==> src/rtl/swpf_pkg.sv <==
`timescale 1ns / 1ps

package swpf_pkg;

    // Opcodes of an input item.
    localparam logic OP_START   = 1'b0;
    localparam logic OP_PAYLOAD = 1'b1;

    // Sync word after reset.
    localparam logic [31:0] SYNC_RESET = 32'hDEAD_BEEF;

    // Largest number of bytes that one input item can cause.
    localparam int unsigned BURST_MAX = 8;
    localparam int unsigned CNT_W     = 4;

    // Header bytes of a frame with a payload: sync word, type, length low, length high.
    localparam logic [CNT_W-1:0] HDR_BYTES = 4'd7;
    // Header plus checksum, for a zero-length packet.
    localparam logic [CNT_W-1:0] HDR_CHK_BYTES = 4'd8;
    // Last payload byte plus checksum.
    localparam logic [CNT_W-1:0] LAST_BYTES = 4'd2;
    localparam logic [CNT_W-1:0] ONE_BYTE   = 4'd1;
    localparam logic [CNT_W-1:0] NO_BYTES   = 4'd0;

    // One input item.
    typedef struct packed {
        logic        opcode;
        logic [7:0]  packet_type;
        logic [15:0] packet_length;
        logic [7:0]  payload_byte;
    } t_in_item;

    // One output item.
    typedef struct packed {
        logic [7:0] out_byte;
        logic       frame_end;
        logic       run_end;
    } t_out_item;

    // The bytes that one input item causes, oldest in slot 0.
    typedef struct packed {
        logic [BURST_MAX-1:0][7:0] bytes;
        logic [CNT_W-1:0]          count;
        logic                      ends_frame;
    } t_burst;

endpackage

==> src/rtl/sync_word_packet_framer.sv <==
`timescale 1ns / 1ps

// Frame builder: a start item (opcode 0) sends the four sync word bytes, most significant
// first, then the packet type and the length low and high bytes, and seeds an XOR checksum
// with those three; each payload item (opcode 1) of an open packet is passed through and
// folded into the checksum, and the checksum byte, marked by frame_end, follows the last
// counted payload byte (at once after the header for a zero-length packet). run_end marks the
// last byte caused by each item; a payload item with no open packet causes nothing, and a new
// start abandons an open packet. Bytes leave one per cycle on a single output lane while the
// receiver does not stall. A payload item causes one byte (two for the last of a packet) and
// a start item seven (eight when the length is zero); the next item is taken in the same cycle
// as the last byte of the previous one leaves. The sync word may only be written while no
// output is pending.
module sync_word_packet_framer (
    input  logic                i_clk,
    input  logic                i_rst_n,
    input  logic                i_valid,
    output logic                o_stall,
    input  swpf_pkg::t_in_item  i_item,
    output logic                o_valid,
    input  logic                i_stall,
    output swpf_pkg::t_out_item o_item,
    input  logic                i_cfg_wr_en,
    input  logic [31:0]         i_cfg_wr_data
);
    import swpf_pkg::*;

    t_burst w_burst;
    logic   w_ready;
    logic   w_accept;

    assign o_stall  = !w_ready;
    assign w_accept = i_valid && w_ready;

    // Packet state and burst assembly.
    swpf_build u_build (
        .i_clk         (i_clk),
        .i_rst_n       (i_rst_n),
        .i_accept      (w_accept),
        .i_item        (i_item),
        .i_cfg_wr_en   (i_cfg_wr_en),
        .i_cfg_wr_data (i_cfg_wr_data),
        .o_burst       (w_burst)
    );

    // Output register, one output item per byte of each burst.
    swpf_ser u_ser (
        .i_clk   (i_clk),
        .i_rst_n (i_rst_n),
        .i_accept(w_accept),
        .i_burst (w_burst),
        .o_ready (w_ready),
        .o_valid (o_valid),
        .i_stall (i_stall),
        .o_item  (o_item)
    );

endmodule

==> src/rtl/swpf_build.sv <==
`timescale 1ns / 1ps

module swpf_build (
    input  logic               i_clk,
    input  logic               i_rst_n,
    input  logic               i_accept,
    input  swpf_pkg::t_in_item i_item,
    input  logic               i_cfg_wr_en,
    input  logic [31:0]        i_cfg_wr_data,
    output swpf_pkg::t_burst   o_burst
);
    import swpf_pkg::*;

    logic [31:0] r_sync_word;
    logic [15:0] r_bytes_left;
    logic [15:0] n_bytes_left;
    logic [7:0]  r_running_check;
    logic [7:0]  n_running_check;
    logic        r_frame_open;
    logic        n_frame_open;

    logic [7:0]  w_len_lo;
    logic [7:0]  w_len_hi;
    logic [7:0]  w_seed;
    logic        w_empty;
    logic [7:0]  w_check_upd;
    logic        w_last;

    assign w_len_lo    = i_item.packet_length[7:0];
    assign w_len_hi    = i_item.packet_length[15:8];
    assign w_seed      = i_item.packet_type ^ w_len_lo ^ w_len_hi;
    assign w_empty     = (i_item.packet_length == 16'd0);
    assign w_check_upd = r_running_check ^ i_item.payload_byte;
    assign w_last      = (r_bytes_left == 16'd1);

    // Work out the bytes of this item and the packet state it leaves behind.
    always_comb begin
        o_burst         = '0;
        n_bytes_left    = r_bytes_left;
        n_running_check = r_running_check;
        n_frame_open    = r_frame_open;
        priority if (i_item.opcode == OP_START) begin
            o_burst.bytes      = {w_seed, w_len_hi, w_len_lo, i_item.packet_type,
                                  r_sync_word[7:0], r_sync_word[15:8],
                                  r_sync_word[23:16], r_sync_word[31:24]};
            o_burst.count      = w_empty ? HDR_CHK_BYTES : HDR_BYTES;
            o_burst.ends_frame = w_empty;
            n_bytes_left       = i_item.packet_length;
            n_running_check    = w_empty ? 8'd0 : w_seed;
            n_frame_open       = !w_empty;
        end else if (r_frame_open) begin
            o_burst.bytes[0]   = i_item.payload_byte;
            o_burst.bytes[1]   = w_check_upd;
            o_burst.count      = w_last ? LAST_BYTES : ONE_BYTE;
            o_burst.ends_frame = w_last;
            n_bytes_left       = r_bytes_left - 16'd1;
            n_running_check    = w_last ? 8'd0 : w_check_upd;
            n_frame_open       = !w_last;
        end else begin
            // A payload item with no open packet leaves everything as it is.
            o_burst.count = NO_BYTES;
        end
    end

    // Packet state advances on every accepted item.
    always_ff @(posedge i_clk) begin
        if (!i_rst_n) begin
            r_bytes_left    <= '0;
            r_running_check <= '0;
            r_frame_open    <= 1'b0;
        end else if (i_accept) begin
            r_bytes_left    <= n_bytes_left;
            r_running_check <= n_running_check;
            r_frame_open    <= n_frame_open;
        end
    end

    // Sync word register.
    always_ff @(posedge i_clk) begin
        if (!i_rst_n) begin
            r_sync_word <= SYNC_RESET;
        end else if (i_cfg_wr_en) begin
            r_sync_word <= i_cfg_wr_data;
        end
    end

    // An open packet always has payload bytes still to come.
    a_open_has_bytes: assert property (@(posedge i_clk) disable iff (!i_rst_n)
        r_frame_open |-> (r_bytes_left != 16'd0))
        else $error("open packet with no payload bytes left");

    // A closed packet carries no stale checksum into the next frame.
    a_closed_check_clear: assert property (@(posedge i_clk) disable iff (!i_rst_n)
        !r_frame_open |-> (r_running_check == 8'd0))
        else $error("checksum not cleared after the packet closed");

endmodule

==> src/rtl/swpf_ser.sv <==
`timescale 1ns / 1ps

module swpf_ser (
    input  logic                i_clk,
    input  logic                i_rst_n,
    input  logic                i_accept,
    input  swpf_pkg::t_burst    i_burst,
    output logic                o_ready,
    output logic                o_valid,
    input  logic                i_stall,
    output swpf_pkg::t_out_item o_item
);
    import swpf_pkg::*;

    logic [BURST_MAX-1:0][7:0] r_bytes;
    logic [CNT_W-1:0]          r_cnt;
    logic                      r_ends_frame;
    logic                      w_take;
    logic                      w_last;

    assign w_last  = (r_cnt == ONE_BYTE);
    assign o_valid = (r_cnt != NO_BYTES);
    assign w_take  = o_valid && !i_stall;
    // A new burst may load as the last byte of the present one leaves.
    assign o_ready = !o_valid || (w_last && !i_stall);

    assign o_item.out_byte  = r_bytes[0];
    assign o_item.run_end   = w_last;
    assign o_item.frame_end = w_last && r_ends_frame;

    // Byte count of the burst held for output.
    always_ff @(posedge i_clk) begin
        if (!i_rst_n) begin
            r_cnt <= NO_BYTES;
        end else if (i_accept && (i_burst.count != NO_BYTES)) begin
            r_cnt <= i_burst.count;
        end else if (w_take) begin
            r_cnt <= r_cnt - ONE_BYTE;
        end
    end

    // Burst bytes, shifted down one slot for every item taken.
    always_ff @(posedge i_clk) begin
        if (i_accept && (i_burst.count != NO_BYTES)) begin
            r_bytes      <= i_burst.bytes;
            r_ends_frame <= i_burst.ends_frame;
        end else if (w_take) begin
            r_bytes <= {8'd0, r_bytes[BURST_MAX-1:1]};
        end
    end

    // No new burst can load while more than one byte of the present one waits.
    a_no_overrun: assert property (@(posedge i_clk) disable iff (!i_rst_n)
        (r_cnt > ONE_BYTE) |-> !o_ready)
        else $error("input accepted while a burst is still being sent");

    // Each byte taken from a longer burst leaves one fewer behind.
    a_count_down: assert property (@(posedge i_clk) disable iff (!i_rst_n)
        ((r_cnt > ONE_BYTE) && !i_stall) |=> (r_cnt == $past(r_cnt) - ONE_BYTE))
        else $error("burst count did not step down");

    // A stalled burst keeps its count.
    a_stall_hold: assert property (@(posedge i_clk) disable iff (!i_rst_n)
        (o_valid && i_stall) |=> (r_cnt == $past(r_cnt)))
        else $error("burst count changed under stall");

endmodule

==> config.mk <==
export PLATFORM = sky130hd
export DESIGN_NAME = sync_word_packet_framer
export DESIGN_NICKNAME = d
export VERILOG_FILES = /design/src/rtl/swpf_pkg.sv /design/src/rtl/sync_word_packet_framer.sv /design/src/rtl/swpf_build.sv /design/src/rtl/swpf_ser.sv
export SDC_FILE = /design/constraint.sdc
export NUM_CORES = 1
export LEC_CHECK = 0
export ABC_AREA = 1
export BUFFER_PORTS_ARGS = -buffer_cell sky130_fd_sc_hd__buf_4
export CAP_MARGIN = 10
export CORE_ASPECT_RATIO = 1.25
export CORE_MARGIN = 8
export CORE_UTILIZATION = 34
export CTS_BUF_LIST = sky130_fd_sc_hd__clkbuf_16
export DETAILED_ROUTE_END_ITERATION = 10
export HOLD_SLACK_MARGIN = 0.15
export SETUP_SLACK_MARGIN = 0.4
export SLEW_MARGIN = 5
export SYNTH_ARGS = -nofsm -noshare
export SYNTH_HDL_FRONTEND = slang
export SYNTH_SLANG_ARGS = --single-unit
==> constraint.sdc <==
create_clock -name i_clk -period 3.1 [get_ports i_clk]
set_clock_uncertainty 0.2 [all_clocks]
set_input_delay 0.155 -clock i_clk [delete_from_list [all_inputs] [get_ports i_clk]]
set_output_delay 0.155 -clock i_clk [all_outputs]
set_load 0.05 [all_outputs]
# Word level (Yosys, flattened, before mapping)
# Cells that the tools add are included.
dict set report word_totals {
  out_inout_bits 12
  reg_bits 126
}
dict set report classes {
  bitwise_logic 3
  n_mux 19
  eq_ne 3
  n_addsub 2
  n_reduce_logical 16
}
# op n
set op_table {}
lappend op_table {{64-bit 2-to-1 mux} 2}
lappend op_table {{16-bit 2-to-1 mux} 3}
lappend op_table {{48-bit 2-to-1 mux} 1}
lappend op_table {{8-bit 2-to-1 mux} 4}
lappend op_table {{8-bit bitwise XOR} 3}
lappend op_table {{21-bit 2-to-1 mux} 1}
lappend op_table {{16-bit by 1-bit equality test with 1-bit output, second input constant} 1}
lappend op_table {{16-bit zero test} 1}
lappend op_table {{4-bit 2-to-1 mux} 4}
lappend op_table {{16-bit by 1-bit subtractor with 16-bit output, second input constant} 1}
lappend op_table {{4-bit nonzero test} 2}
lappend op_table {{1-bit logical AND} 5}
lappend op_table {{1-bit zero test} 5}
lappend op_table {{4-bit by 1-bit equality test with 1-bit output, second input constant} 1}
lappend op_table {{4-bit by 1-bit subtractor with 4-bit output, second input constant} 1}
lappend op_table {{1-bit 2-to-1 mux} 3}
lappend op_table {{2-bit 2-to-1 mux} 1}
lappend op_table {{2-bit by 1-bit != test with 1-bit output, second input constant} 1}
lappend op_table {{2-bit AND reduction} 1}
lappend op_table {{2-bit nonzero test} 1}
lappend op_table {{1-bit logical OR} 1}

# Longest topological paths before layout
dict set report logic_depth {
  ltp_word 7
  mapped_depth 12
  depth_no_buf 11
}

# Hierarchy
# A second synthesis with hierarchy kept.
dict set report unflattened {
  cells_unflattened 889
  hier_area_um2 6621.4
}
# module instances cells_per_inst area_each_um2
set modules_own_cells {}
lappend modules_own_cells {swpf_build 1 558 3488.3}
lappend modules_own_cells {swpf_ser 1 328 3121.7}
lappend modules_own_cells {sync_word_packet_framer 1 3 11.3}

# Worst setup path after synthesis
# Ideal clock, no wire load.
dict set report synth_timing {
  path_type {register -> register}
  start {reg u_ser.r_cnt[0]}
  end {reg u_ser.r_cnt[3]}
  stages_incl_launch_ff 12
  path_slack_ps -169
  arrival_time_ps 2940
  required_ps 2771
  path_cell_list {dfxtp_1 inv_1 ha_1 nand2_2 nand2_2 nand2_4 inv_4 nand2_2 buf_6 nand2_1 o21ai_0 nor2_1}
}
dict set report synth_between {
  elab_chain_cells 6
  word_cells_on_any_way 12
}
# item line
set synth_lines {}
lappend synth_lines {{start, declared} swpf_ser.sv:16} ;# logic [CNT_W-1:0] r_cnt;
lappend synth_lines {{start signal, assigned} swpf_ser.sv:36} ;# r_cnt <= i_burst.count;
lappend synth_lines {{start signal, assigned} swpf_ser.sv:38} ;# r_cnt <= r_cnt - ONE_BYTE;
lappend synth_lines {{4-bit nonzero test (*)} swpf_ser.sv:22} ;# assign o_valid = (r_cnt != NO_BYTES);
lappend synth_lines {{net o_valid} sync_word_packet_framer.sv:20} ;# output logic o_valid,
lappend synth_lines {{1-bit zero test} swpf_ser.sv:25} ;# assign o_ready = !o_valid || (w_last && !i_stall);
lappend synth_lines {{1-bit logical OR} swpf_ser.sv:25}
lappend synth_lines {{1-bit logical AND} sync_word_packet_framer.sv:33} ;# assign w_accept = i_valid && w_ready;
lappend synth_lines {{1-bit logical AND} swpf_ser.sv:35} ;# end else if (i_accept && (i_burst.count != NO_BYTES)) begin
lappend synth_lines {{4-bit 2-to-1 mux or 2-bit nonzero test (tied branches)} --}
# Mark *: on every way through the listed nets, which the timed path passes. The rest lies on a longest branch. The select of a mux whose other input is x is not followed.
# A chain may end at the register's enable or synchronous reset.

# Worst setup path after layout
dict set report layout_timing {
  start {reg u_ser.r_cnt[0]}
  end {reg u_ser.r_bytes[63] in the netlist's numbering (data pin)}
}
dict set report layout_between {
  elab_chain_cells 6
  word_cells_on_any_way 8
}
# item line
set layout_lines {}
lappend layout_lines {{4-bit by 1-bit equality test with 1-bit output or 4-bit nonzero test (tied branches)} {swpf_ser.sv:21, swpf_ser.sv:22}}
lappend layout_lines {{1-bit logical AND or 1-bit zero test (tied branches)} swpf_ser.sv:25}
lappend layout_lines {{1-bit logical OR (*)} swpf_ser.sv:25}
lappend layout_lines {{1-bit logical AND (*)} sync_word_packet_framer.sv:33}
lappend layout_lines {{1-bit logical AND (*)} swpf_ser.sv:44} ;# if (i_accept && (i_burst.count != NO_BYTES)) begin
lappend layout_lines {{64-bit 2-to-1 mux (*)} swpf_ser.sv:44}
lappend layout_lines {{end signal, assigned} swpf_ser.sv:45} ;# r_bytes <= i_burst.bytes;
lappend layout_lines {{end signal, assigned} swpf_ser.sv:48} ;# r_bytes <= {8'd0, r_bytes[BURST_MAX-1:1]};
lappend layout_lines {{end, declared} swpf_ser.sv:15} ;# logic [BURST_MAX-1:0][7:0] r_bytes;
# Mark *: on every way between the ends. The rest lies on a longest branch, timed or not.

==> qor.txt <==
Async SR Flop Fraction -> 0%
Core Area -> 18200 sq um
Clk root buf -> clkbuf_16
Final period utilization -> 80.5%
Post-placement setup slack -> 655 ps
Mapped Nets -> 895
Total gr overflow -> 0
Pwr Density -> 843 nW/um^2
Number of global-route vias before repair -> 5845
DP Cell Count -> 1083
RSZ-0062 raised after global routing -> no
Crit Path Max Fanout -> 29
Hold slack -> 278 ps
CP arrival -> 2470 ps
Max VDD drop -> 0.421 mV
Met1 GRT Util -> 18.6%
Die height -> 168 microns
Initial Util -> 34.8%
Final ANT Viol Nets -> 0
Syn-to-layout area delta -> 41.3%
Max frequency -> 0.401 GHz
Seq cells post-synth -> 126
# IOs -> 82
Tmin final -> 2490 ps
Lkg Pwr -> 3.98 nW
GP Congestion -> 0.873
Setup Viol. Count Final -> 0
Maxcap violations -> 0
CP required -> 3070 ps
Min-delay worst type -> reg2reg
YS warnings -> 0
CTS max path bufs -> 2
Post-Layout Cell Count -> 1247
Top post-synthesis cells by area -> edfxtp_1 31%, dfxtp_1 19%, nand2_1 17%
DR vias -> 5875
Cells after Synth -> 820
Wire length per cell -> 14.5 microns
Nets -> 1081
Clock sinks -> 126
Clk slew on worst S/H paths -> 60 ps
Final Hold Viols -> 0
Synth area leader -> edfxtp_1
Crit. End Element -> register
Post-route DRC -> 0
Setup slack after layout -> 606 ps
PortBufs -> 81
H-tree levels -> 4
Num rows -> 55
Overall Power -> 7.52 mW
Register area share after synthesis -> 50.2%
Sum Neg Setup Slack -> 0 ps
Num CTS Buffers -> 17
Iteration-0 DRC Markers -> 472
Top-area cell type share of the netlist area -> 30.9%
Layout cell share with drive strength beyond 1 -> 12.5%
Antenna Cells -> 0
Largest net degree at the start of global routing -> 83
Setup crit start kind -> register
Via-to-Cell Ratio -> 4.71
Number of synthesized flops with an enable pin -> 65
Post-Route WL -> 18100 microns
Initial antenna violation count -> 0
Met3 Usage GRT -> 3.28%
Slew HR -> 33.1%
Clk_lat worst skew -> 430 ps
GR peak layer -> met2
Full die area -> 23200 sq um
CTS tree -> done
Total GRT Usage -> 16.0%
Mapped cell area -> 6320 sq um
Die X -> 138 microns
First-pass iteration count of the detailed router -> 6
Status -> finished, final reports clean
Average size of a mapped cell -> 7.70 sq um
Main flop type after synthesis -> edfxtp_1
Count leader, synth -> nand2_1
Final slew viol count -> 0
Final HPWL DP -> 11500 microns
First-pass GRT wire length -> 29200 microns
Crit Path Class -> reg2reg
Global Route met2 Usage -> 27.8%
Netlist cell types -> 28
List of most frequent post-synthesis cells -> 283 x nand2_1, 89 x nand3_1, 71 x nor2_1
Actual slew at the worst max-slew pin -> 1000 ps
==> cell usage in the layout (no fill, tap or decap), types with 5 or more instances in the layout <==
| cell | synthesis | routed |
|---|---|---|
| clkbuf_16 | 0 | 17 |
| nor2_1 | 71 | 71 |
| ha_1 | 5 | 5 |
| buf_4 | 12 | 86 |
| xor2_1 | 6 | 6 |
| inv_1 | 60 | 59 |
| a22o_1 | 8 | 8 |
| xnor2_1 | 11 | 11 |
| nand3_1 | 89 | 89 |
| dfxtp_1 | 61 | 61 |
| o21ai_1 | 6 | 6 |
| dlygate4sd3_1 | 0 | 132 |
| nand2_1 | 283 | 282 |
| a21oi_1 | 31 | 31 |
| o21ai_0 | 53 | 53 |
| edfxtp_1 | 65 | 65 |
==> through the flow <==
step           instance area [sq um]  util [%]
2_1_floorplan                   6320         -
3_3_place_gp                    6980      38.4
3_5_place_dp                    6980      38.4
4_1_cts                         8920      49.1
5_1_grt                         8930      49.1
6_report                        8930      49.1
==> power by group <==
group          total [mW]  switching [mW]  internal [mW]
Combinational        2.62            1.68          0.939
Clock                2.09           0.749           1.34
Sequential           2.82           0.241           2.57
Total                7.52            2.67           4.85
==> final cells by class <==
class                      count  area, sq um
clock buffer                  17          425
clock inverter                15          195
fill                        1765         9240
inverter                      62          235
multi-input combinational    579         2620
sequential                   126         3170
tap                          228          285
timing repair buffer         220         2000
==> kinds of logic (layout without fill, tap and decap cells) <==
logic type,count (synthesis),after routing,synth area share (%)
and+or+nand+nor,455,455,29.3
DFF,126,126,50.2
buffers and inverters,115,314,8.42
AOI/OAI and AO/OA,102,102,8.69
xor gates and xnor gates,17,17,2.36
adders and majority gates,5,5,0.990
==> worst paths after layout <==
| kind | cells past startpoint | slack [ps] | endpoint | startpoint |
|---|---|---|---|---|
| hold / removal | 2 | 280 | u_build.r_running_check[3] | u_build.r_running_check[3] |
| setup reg to reg | 10 | 610 | u_ser.r_bytes[63] | u_ser.r_cnt[0] |
| hold reg to reg | 2 | 280 | u_build.r_running_check[3] | u_build.r_running_check[3] |
| setup / recovery | 10 | 610 | u_ser.r_bytes[63] | u_ser.r_cnt[0] |
==> sequential cells by signal, summed over array words and instances, names as in the netlist <==
signal                   flops
u_build.r_running_check      8
u_ser.r_ends_frame           1
u_ser.r_bytes               56
u_ser.r_cnt                  4
u_ser.o_item                 8
u_build.r_frame_open         1
u_build.r_sync_word         32
u_build.r_bytes_left        16
==> per-layer routing <==
metal | vias to the layer above | part of all wire (%)
li1 | 3023 | -
met1 | 2689 | 41
met2 | 133 | 51
met3 | 30 | 4.6
met4 | 0 | 2.5
met5 | - | 0
==> critical path, cell delays in order, from the launching register on <==
cell and delay, ps:
dfxtp_1 350, inv_1 90, ha_1 220, nand2_2 90, nand2_2 80, nand2_4 80
inv_4 110, nand2_1 80, buf_4 300, a21oi_1 60, dlygate4sd3_1 560
==> timing repair <==
| action | 4_1_cts | 5_1_grt |
|---|---|---|
| setup buffers | 0 | 0 |
| endpoints found under the setup margin | 0 | 1 |
| gates resized for setup | 0 | 1 |
| hold endpoints to repair | 111 | 0 |
| hold buffers | 132 | 0 |
(Power assumes the default switching activity.)
